$ cat config.mk
export PLATFORM = sky130hd
export DESIGN_NAME = insertion_sorter_unit
export DESIGN_NICKNAME = d
export VERILOG_FILES = /design/src/sv/isu_pkg.sv /design/src/sv/isu_cell.sv /design/src/sv/insertion_sorter_unit.sv
export SDC_FILE = /design/constraint.sdc
export NUM_CORES = 2
export LEC_CHECK = 0
export ABC_AREA = 1
export BUFFER_PORTS_ARGS = -buffer_cell sky130_fd_sc_hd__buf_2
export CORE_MARGIN = 3
export CORE_UTILIZATION = 60
export CTS_CLUSTER_SIZE = 30
export DETAILED_ROUTE_END_ITERATION = 10
export GPL_TIMING_DRIVEN = 0
export HOLD_SLACK_MARGIN = 0.1
export MAX_ROUTING_LAYER = met4
export PLACE_DENSITY = 0.86
export RECOVER_POWER = 50
export SETUP_SLACK_MARGIN = 0.4
export SLEW_MARGIN = 20
export SYNTH_ARGS = -nofsm -noshare
export SYNTH_HDL_FRONTEND = slang
export SYNTH_SLANG_ARGS = --single-unit
$ cat constraint.sdc
create_clock -name clk -period 6 [get_ports clk]
set_clock_uncertainty 0.2 [all_clocks]
set_input_delay 1.8 -clock clk [delete_from_list [all_inputs] [get_ports clk]]
set_output_delay 1.8 -clock clk [all_outputs]
set_load 0.005 [all_outputs]
$ cat src/sv/isu_pkg.sv
// -----------------------------------------------------------------------------
// Insertion sorter package
// Shared types and default sizes for the insertion sorter cell chain.
// -----------------------------------------------------------------------------
package isu_pkg;

	// Default number of cells in the chain.
	localparam int unsigned DEPTH_DEF = 32;

	// Default width of a stored key.
	localparam int unsigned KEY_WIDTH_DEF = 32;

	// Fixed width of the key ports.
	localparam int unsigned KEY_PORT_W = 32;

	// Status that one cell hands to its neighbours.
	typedef struct packed {
		logic valid;    // cell holds a key
		logic greater;  // held key is strictly greater than the key being inserted
	} link_t;

endpackage

$ cat src/sv/isu_cell.sv
// -----------------------------------------------------------------------------
// Insertion sorter cell
// One place of the sorted store. On an insert it either keeps its key, takes
// the key of its lower neighbour, or takes the new key; on a drain it takes the
// key of its upper neighbour.
// -----------------------------------------------------------------------------
module isu_cell #(
	parameter int unsigned KEY_WIDTH = isu_pkg::KEY_WIDTH_DEF
) (
	input  logic                 clk,
	input  logic                 arst_n,
	input  logic                 insert,
	input  logic                 shift,
	input  logic [KEY_WIDTH-1:0] new_key,
	input  isu_pkg::link_t       lower_link,
	input  logic [KEY_WIDTH-1:0] lower_key,
	input  isu_pkg::link_t       upper_link,
	input  logic [KEY_WIDTH-1:0] upper_key,
	output isu_pkg::link_t       link,
	output logic [KEY_WIDTH-1:0] key
);

	logic                 valid_q;
	logic [KEY_WIDTH-1:0] key_q;
	logic                 greater;
	logic                 take;

	// Strictly greater keys move up, so equal keys keep their arrival order.
	assign greater = valid_q && ($signed(new_key) < $signed(key_q));

	// The cell is rewritten when its key moves up, or when it is the first free place.
	assign take = greater || (!valid_q && lower_link.valid);

	assign link.valid   = valid_q;
	assign link.greater = greater;
	assign key          = key_q;

	// Occupancy flag.
	always_ff @(posedge clk or negedge arst_n) begin
		if (!arst_n) begin
			valid_q <= 1'b0;
		end else if (shift) begin
			valid_q <= upper_link.valid;
		end else if (insert) begin
			valid_q <= valid_q | lower_link.valid;
		end
	end

	// Stored key.
	always_ff @(posedge clk) begin
		if (shift) begin
			key_q <= upper_key;
		end else if (insert && take) begin
			key_q <= lower_link.greater ? lower_key : new_key;
		end
	end

endmodule

$ cat src/sv/insertion_sorter_unit.sv
// -----------------------------------------------------------------------------
// Insertion sorter unit
// Stable ascending insertion sort of signed key batches in a chain of cells.
//
//   Channel | Handshake          | Payload
//   --------+--------------------+---------------------------------------------
//   input   | in_valid/in_ready  | key_value, end_of_batch
//   output  | out_valid/out_ready| sorted_key, final_key, dropped_keys
//
// An input key is inserted in parallel: every cell compares against it at once
// and the larger keys step up one cell. After a transaction marked end_of_batch,
// the chain drains one key per cycle from the lowest cell while out_ready is high,
// and in_ready stays low until the last key has been taken. Reset clears the cell
// occupancy flags and the drop flag; stored keys are not cleared.
// -----------------------------------------------------------------------------
module insertion_sorter_unit #(
	parameter int unsigned DEPTH     = isu_pkg::DEPTH_DEF,
	parameter int unsigned KEY_WIDTH = isu_pkg::KEY_WIDTH_DEF
) (
	input  logic                               clk,
	input  logic                               arst_n,
	input  logic                               in_valid,
	output logic                               in_ready,
	input  logic signed [isu_pkg::KEY_PORT_W-1:0] key_value,
	input  logic                               end_of_batch,
	output logic                               out_valid,
	input  logic                               out_ready,
	output logic signed [isu_pkg::KEY_PORT_W-1:0] sorted_key,
	output logic                               final_key,
	output logic                               dropped_keys
);

	isu_pkg::link_t       links [DEPTH];
	logic [KEY_WIDTH-1:0] keys  [DEPTH];
	logic signed [63:0]   key_ext;
	logic signed [63:0]   out_ext;
	logic [KEY_WIDTH-1:0] new_key;
	logic                 in_fire;
	logic                 insert;
	logic                 shift;
	logic                 full;
	logic                 drain_q;
	logic                 overflow_q;

	// Input key taken as a KEY_WIDTH-bit two's complement value.
	assign key_ext = 64'(key_value);
	assign new_key = key_ext[KEY_WIDTH-1:0];

	// Handshake and chain control.
	assign in_ready  = !drain_q;
	assign in_fire   = in_valid && in_ready;
	assign full      = links[DEPTH-1].valid;
	assign insert    = in_fire && !full;
	assign out_valid = drain_q;
	assign shift     = out_valid && out_ready;

	// Results come straight from the lowest cell; the stored bits are passed
	// out as they are, zero-filled above the key width.
	assign out_ext      = 64'(keys[0]);
	assign sorted_key   = out_ext[isu_pkg::KEY_PORT_W-1:0];
	assign final_key    = !links[1].valid;
	assign dropped_keys = overflow_q;

	// Chain of cells: the lowest sees a valid, non-greater boundary below it,
	// the highest sees an empty place above it.
	for (genvar i = 0; i < DEPTH; i++) begin : g_cell
		isu_pkg::link_t       lower_link;
		logic [KEY_WIDTH-1:0] lower_key;
		isu_pkg::link_t       upper_link;
		logic [KEY_WIDTH-1:0] upper_key;

		if (i == 0) begin : g_bottom
			assign lower_link = '{valid: 1'b1, greater: 1'b0};
			assign lower_key  = new_key;
		end else begin : g_lower
			assign lower_link = links[i-1];
			assign lower_key  = keys[i-1];
		end

		if (i == DEPTH - 1) begin : g_top
			assign upper_link = '{valid: 1'b0, greater: 1'b0};
			assign upper_key  = keys[i];
		end else begin : g_upper
			assign upper_link = links[i+1];
			assign upper_key  = keys[i+1];
		end

		isu_cell #(
			.KEY_WIDTH(KEY_WIDTH)
		) u_cell (
			.clk        (clk),
			.arst_n     (arst_n),
			.insert     (insert),
			.shift      (shift),
			.new_key    (new_key),
			.lower_link (lower_link),
			.lower_key  (lower_key),
			.upper_link (upper_link),
			.upper_key  (upper_key),
			.link       (links[i]),
			.key        (keys[i])
		);
	end

	// Drain phase and sticky drop flag of the current batch.
	always_ff @(posedge clk or negedge arst_n) begin
		if (!arst_n) begin
			drain_q    <= 1'b0;
			overflow_q <= 1'b0;
		end else if (shift && final_key) begin
			drain_q    <= 1'b0;
			overflow_q <= 1'b0;
		end else if (in_fire) begin
			if (full) begin
				overflow_q <= 1'b1;
			end
			if (end_of_batch) begin
				drain_q <= 1'b1;
			end
		end
	end

endmodule

* Yosys cells after proc, flatten, opt, wreduce, memory -nomap -nowiden *
Cells that the tools add are included.

cells by class
  magnitude comparators = 32
  multiplexer cells = 163
  bitwise gates (word level) = 32
  reductions and logical operators = 202

operators with widths
  kind               count
  $mux 32            93
  $lt 32x32->1       32
  $logic_and 1x1->1  99
  $mux 1             70
  $reduce_bool 2->1  35
  $logic_not 1->1    33
  $logic_or 1x1->1   32
  $or 1x1->1         31
  $reduce_and 2->1   3
  $not 1->1          1

storage, ports and cells
  register bits after elaboration = 1058
  output and inout port bits = 36
  word-level logic and storage cells = 495

* Depth between registers and ports, before layout *
  depth in word-level cells = 6
  depth in mapped cells = 19
  mapped depth without buffers = 17

* Hierarchy *
Synthesis repeated with hierarchy kept, for this count alone.

second synthesis, totals
  cell total of the unflattened synthesis = 10418
  area total of the unflattened synthesis = 80796.2 µm²

by module, submodules not included
  module                 times used  cells each  area each (µm²)
  isu_cell               32          325         2521.2
  insertion_sorter_unit  1           18          118.9

* Worst setup path before layout *
OpenSTA, ideal clock, no wires.

  path type = input to register
  start point = input key_value[31] (netlist bit)
  end point = register g_cell[3].u_cell.key_q[0], enable pin
  arrival time = 5199 ps
  data required time = 5334 ps
  path slack = 136 ps
  cell stages on the path = 9
  cell sequence = ha_1 -> nand2_1 -> nor2_1 -> nand4_1 -> nor4_1 -> nand2_1 -> nand3_1 -> a21oi_1 -> o21ai_0

on the way
  longest elaborated chain between the ends = 5

RTL lines
  item                         line                         RTL
  start, declared              insertion_sorter_unit.sv:24  input logic signed [isu_pkg::KEY_PORT_W-1:0] key_value,
  $lt 32x32->1                 isu_cell.sv:29               assign greater = valid_q && ($signed(new_key) < $signed(key_q));
  $logic_and 1x1->1            isu_cell.sv:29
  $logic_or 1x1->1             isu_cell.sv:32               assign take = greater || (!valid_q && lower_link.valid);
  $logic_and 1x1->1            isu_cell.sv:53               end else if (insert && take) begin
  $reduce_bool 2->1 (no line)  -
  end signal, assigned         isu_cell.sv:52               key_q <= upper_key;
  end signal, assigned         isu_cell.sv:54               key_q <= lower_link.greater ? lower_key : new_key;
  end, declared                isu_cell.sv:24               logic [KEY_WIDTH-1:0] key_q;

No other way between the ends.
A chain may end at the register's enable or synchronous reset.

* Final worst setup path *
  start point = input out_ready
  end point = register g_cell[29].u_cell.key_q[23] (data pin)

on the way
  longest elaborated chain between the ends = 2

RTL lines
  item                  line                         RTL
  start, declared       insertion_sorter_unit.sv:27  input logic out_ready,
  $logic_and 1x1->1     insertion_sorter_unit.sv:55  assign shift = out_valid && out_ready;
  $mux 32               isu_cell.sv:51               if (shift) begin
  end signal, assigned  isu_cell.sv:52
  end signal, assigned  isu_cell.sv:54
  end, declared         isu_cell.sv:24

No other way between the ends.

==> flow_summary_export.csv <==
group,metric,value,unit
worst_setup_path,endpoint_kind,"flip-flop",
worst_setup_path,rr_endpoint,"g_cell[29].u_cell.key[23]$_DFFE_PP_",
floorplanning,core,139000,um2
floorplanning,ios,73,
global_routing,grt_pass1_wl,490,mm
synth,synth_mux_area_share,0,%
clock_tree,cts_buffers,131,
run_status,status,"finished, violations left",
clock_tree,insertion_delay,790,ps
floorplanning,start_util,60.9,%
clock_tree,cts_resized,0,
worst_setup_path,critPathKind,"input port to flip-flop",
clock_tree,clock-root-buffer,"clkbuf_16",
finish,regArea,31600,um2
finish,finalNonFillerCells,13467,
synth,ys.warnings.count,0,
synth,ys_ff_latch,1058,
job,drv_cap,16,
timing,timing.hold.ws,315,ps
floorplanning,design.die.area,145000,um2
synth,synth_top_family_by_area,"simple AND/OR/NAND/NOR gates",
timing,hold_violations,0,
synth,synth_fa_ha_area_share,14.3,%
clock_tree,cts_buffer_depth,3,
drt,vias,86761,
worst_setup_path,cpPeakStageDelay,1140,ps
worst_setup_path,setup.worst_path.start,"out_ready",
global_routing,grt_start_max_net_pins,35,
worst_setup_path,crit_path_top_delay_cell,"inv_1",
synth,synth_nets,12230,
clock_tree,cts_tree,"done",
worst_setup_path,worst_setup_path_start_kind,"input port",
min_path,hp-class,"flip-flop to flip-flop",
drt,avgRoutedWirePerCell,24.7,um
worst_setup_path,reg2reg_from,"out_valid$_DFFE_PN0P_",
global_routing,grt_overflow,0,
finish,final_util,66.6,%
worst_setup_path,cp_max_fo,13,
finish,drive_gt1_share,4.77,%
synth,synth_cell_types,30,
synth,synthCells,11232,
finish,fill_cells,12077,
finish,nNetsFinal,12484,
synth,synth_compound_area_share,4.88,%
min_path,whs_path_depth,2,
drt,drt_iter0_markers,12403,
drt,totalWireLength,332,mm
pwr,p_leak,45.4,nW
pwr,ir_worst_vdd,0.000346,V
placement,io_buffers,72,
synth,synth_area,84300,um2
finish,fin_area,92200,um2
placement,gp_congestion,1.03,
placement,placed_area,88600,um2
clock_tree,cts_setup_buffers,0,
worst_setup_path,cp_cell_sequence,"buf_2, nand2_1, inv_1, clkbuf_1, clkbuf_1, clkbuf_1, nand2_1, nand2_1",
worst_setup_path,crit_end,"g_cell[29].u_cell.key[23]$_DFFE_PP_",
timing,period_share,92.1,%
finish,area_delta_synth_final,9.40,%
floorplanning,num_rows,136,
timing,setup_viol,0,
drt,viasPerCell,6.44,
global_routing,antenna_found_initial,11,
finish,multi_input_area,44500,um2
timing,relSlewSlack,-133,%
clock_tree,htree_levels,4,
worst_setup_path,arrival,5960,ps
drt,ant_nets,0,
placement,dpl.cell_count,13216,
timing,finalCriticalPeriod,5530,ps
clock_tree,clk_pin_slew,60,ps
synth,synthXorXnorAreaFrac,0,%
placement,place_hpwl,254,mm
timing,tightestPinTransition,3500,ps
pwr,power_density,627,nW/um2
global_routing,grt_use_total,45.5,%
clock_tree,hold_buffers,0,
timing,totalNegativeSetupSlack,0,ps
clock_tree,cts_num_sinks,1058,
synth,synth-simple-area-share,33.7,%
run_status,violations,"capacitance limit, slew limit",
worst_setup_path,worstPathRequired,6440,ps
synth,ys_seq_area_share,37.5,%
worst_setup_path,r2r_setup_slack,1150,ps
timing,slew_violations,175,
worst_setup_path,reg2reg_depth,7,
timing,max_freq,0.181,GHz
synth,post_synth.cell_area_avg,7.50,um2
floorplanning,die_y,381,um
timing,rsz0062_at_grt,"false",
drt,route.detailed.drc,0,
global_routing,grt_pass1_vias,81835,
floorplanning,fp.dieW,381,um
drt,drt_first_pass_iters,7,
[stage by stage]
| stage | worst slack (ps) | power [W] |
|---|---|---|
| finish | 473 | 0.0579 |
| global route | 483 | 0.0616 |
| CTS | 1180 | 0.0567 |
| detailed placement | 370 | 0.0487 |
| global placement | -1640 | 0.0466 |
| floorplan | 999 | 0.0378 |
[report_power, final]
part / internal, W / switching, W
registers: 0.0143 / 0.00280
logic: 0.0100 / 0.0228
clock network: 0.00451 / 0.00342
[cell families (layout without fill, tap and decap cells)]
family,after synthesis,count (layout)
AND/OR/NAND/NOR,6387,6387
buffers and inverters,2039,2391
flip-flops,1058,1058
adder cells (fa/ha/maj),961,961
AO/OA/AOI/OAI,787,787
other,0,20
[worst min-delay path by stage]
stage / from / to
finish: g_cell[31].u_cell.key[0]$_DFFE_PP_ / g_cell[30].u_cell.key[0]$_DFFE_PP_
global route: g_cell[31].u_cell.key[0]$_DFFE_PP_ / g_cell[30].u_cell.key[0]$_DFFE_PP_
CTS: g_cell[31].u_cell.key[0]$_DFFE_PP_ / g_cell[30].u_cell.key[0]$_DFFE_PP_
detailed placement: g_cell[31].u_cell.key[0]$_DFFE_PP_ / g_cell[30].u_cell.key[0]$_DFFE_PP_
global placement: g_cell[31].u_cell.key[16]$_DFFE_PP_ / g_cell[30].u_cell.key[16]$_DFFE_PP_
floorplan: g_cell[31].u_cell.key[10]$_DFFE_PP_ / g_cell[30].u_cell.key[10]$_DFFE_PP_
[cell type report]
type / instances / share of cell area [%]
flip-flops and latches: 1058 / 34.3
repair buffers: 121 / 1.72
multi-input cells: 8135 / 48.3
well taps: 1863 / 2.53
inverters: 1299 / 5.29
clock inverters: 56 / 0.476
clock buffers: 175 / 3.95
plain buffers: 740 / 3.44
diodes: 20 / 0.0543
[worst max-delay path, delay by kind of cell]
kind          cells  cell delay [ps]
buf+inv           5             3380
simple gates      3              750
[Yosys cell counts]
cell type / number / area [um2]
nand2_1: 3870 / 14500
inv_1: 1297 / 4870
nand3_1: 1074 / 5380
nand4_1: 1035 / 6470
edfxtp_1: 1024 / 30700
ha_1: 961 / 12000
a21oi_1: 476 / 2380
clkbuf_1: 323 / 1210
nor2_1: 271 / 1020
o21ai_0: 236 / 1180
buf_2: 220 / 1100
buf_1: 155 / 582
nand3_2: 52 / 521
nor3_1: 52 / 260
o211ai_1: 42 / 315
dfrtp_1: 34 / 851
nand2_2: 26 / 163
buf_4: 21 / 158
buf_6: 21 / 236
o21a_1: 18 / 135
a31oi_1: 11 / 68.8
nor4_1: 3 / 18.8
inv_2: 2 / 7.51
nand3b_1: 2 / 15.0
a211oi_1: 1 / 7.51
nand3_4: 1 / 17.5
o21ai_1: 1 / 5.00
o21bai_1: 1 / 7.51
o311ai_0: 1 / 8.76
or2_2: 1 / 6.26
[placed cells by master (no fill, tap or decap), types with 5 or more instances in the layout]
master	n
o21ai_4	15
o21ai_0	220
buf_4	40
nor3_1	52
clkbuf_2	13
nand2_2	15
buf_12	15
inv_6	5
inv_1	1297
dfrtp_1	34
a21oi_1	476
ha_1	961
nand4_1	1035
clkbuf_16	139
buf_16	31
o21a_1	18
nor2_1	271
buf_6	16
clkinv_1	18
diode_2	20
buf_2	201
a31oi_1	11
bufinv_16	6
clkinvlp_4	5
nand3_1	1105
nand2_1	3881
clkbuf_1	442
o211ai_1	42
clkinv_2	22
nand3_2	21
buf_1	135
edfxtp_1	1024
[flip-flops by register name, summed over array words and instances (netlist names)]
register,cells
out_valid,1
g_cell.u_cell.key,1024
dropped_keys,1
g_cell.u_cell.valid_q,32
[routing by layer]
metal	vias to the layer above	global-route usage [%]	part of all wire, %
li1	38641	-	-
met1	40111	57.1	37
met2	6485	66.1	42
met3	1524	13.4	14
met4	0	24.7	6.9
met5	-	-	0
No activity file was read; power rests on OpenSTA's default activity.
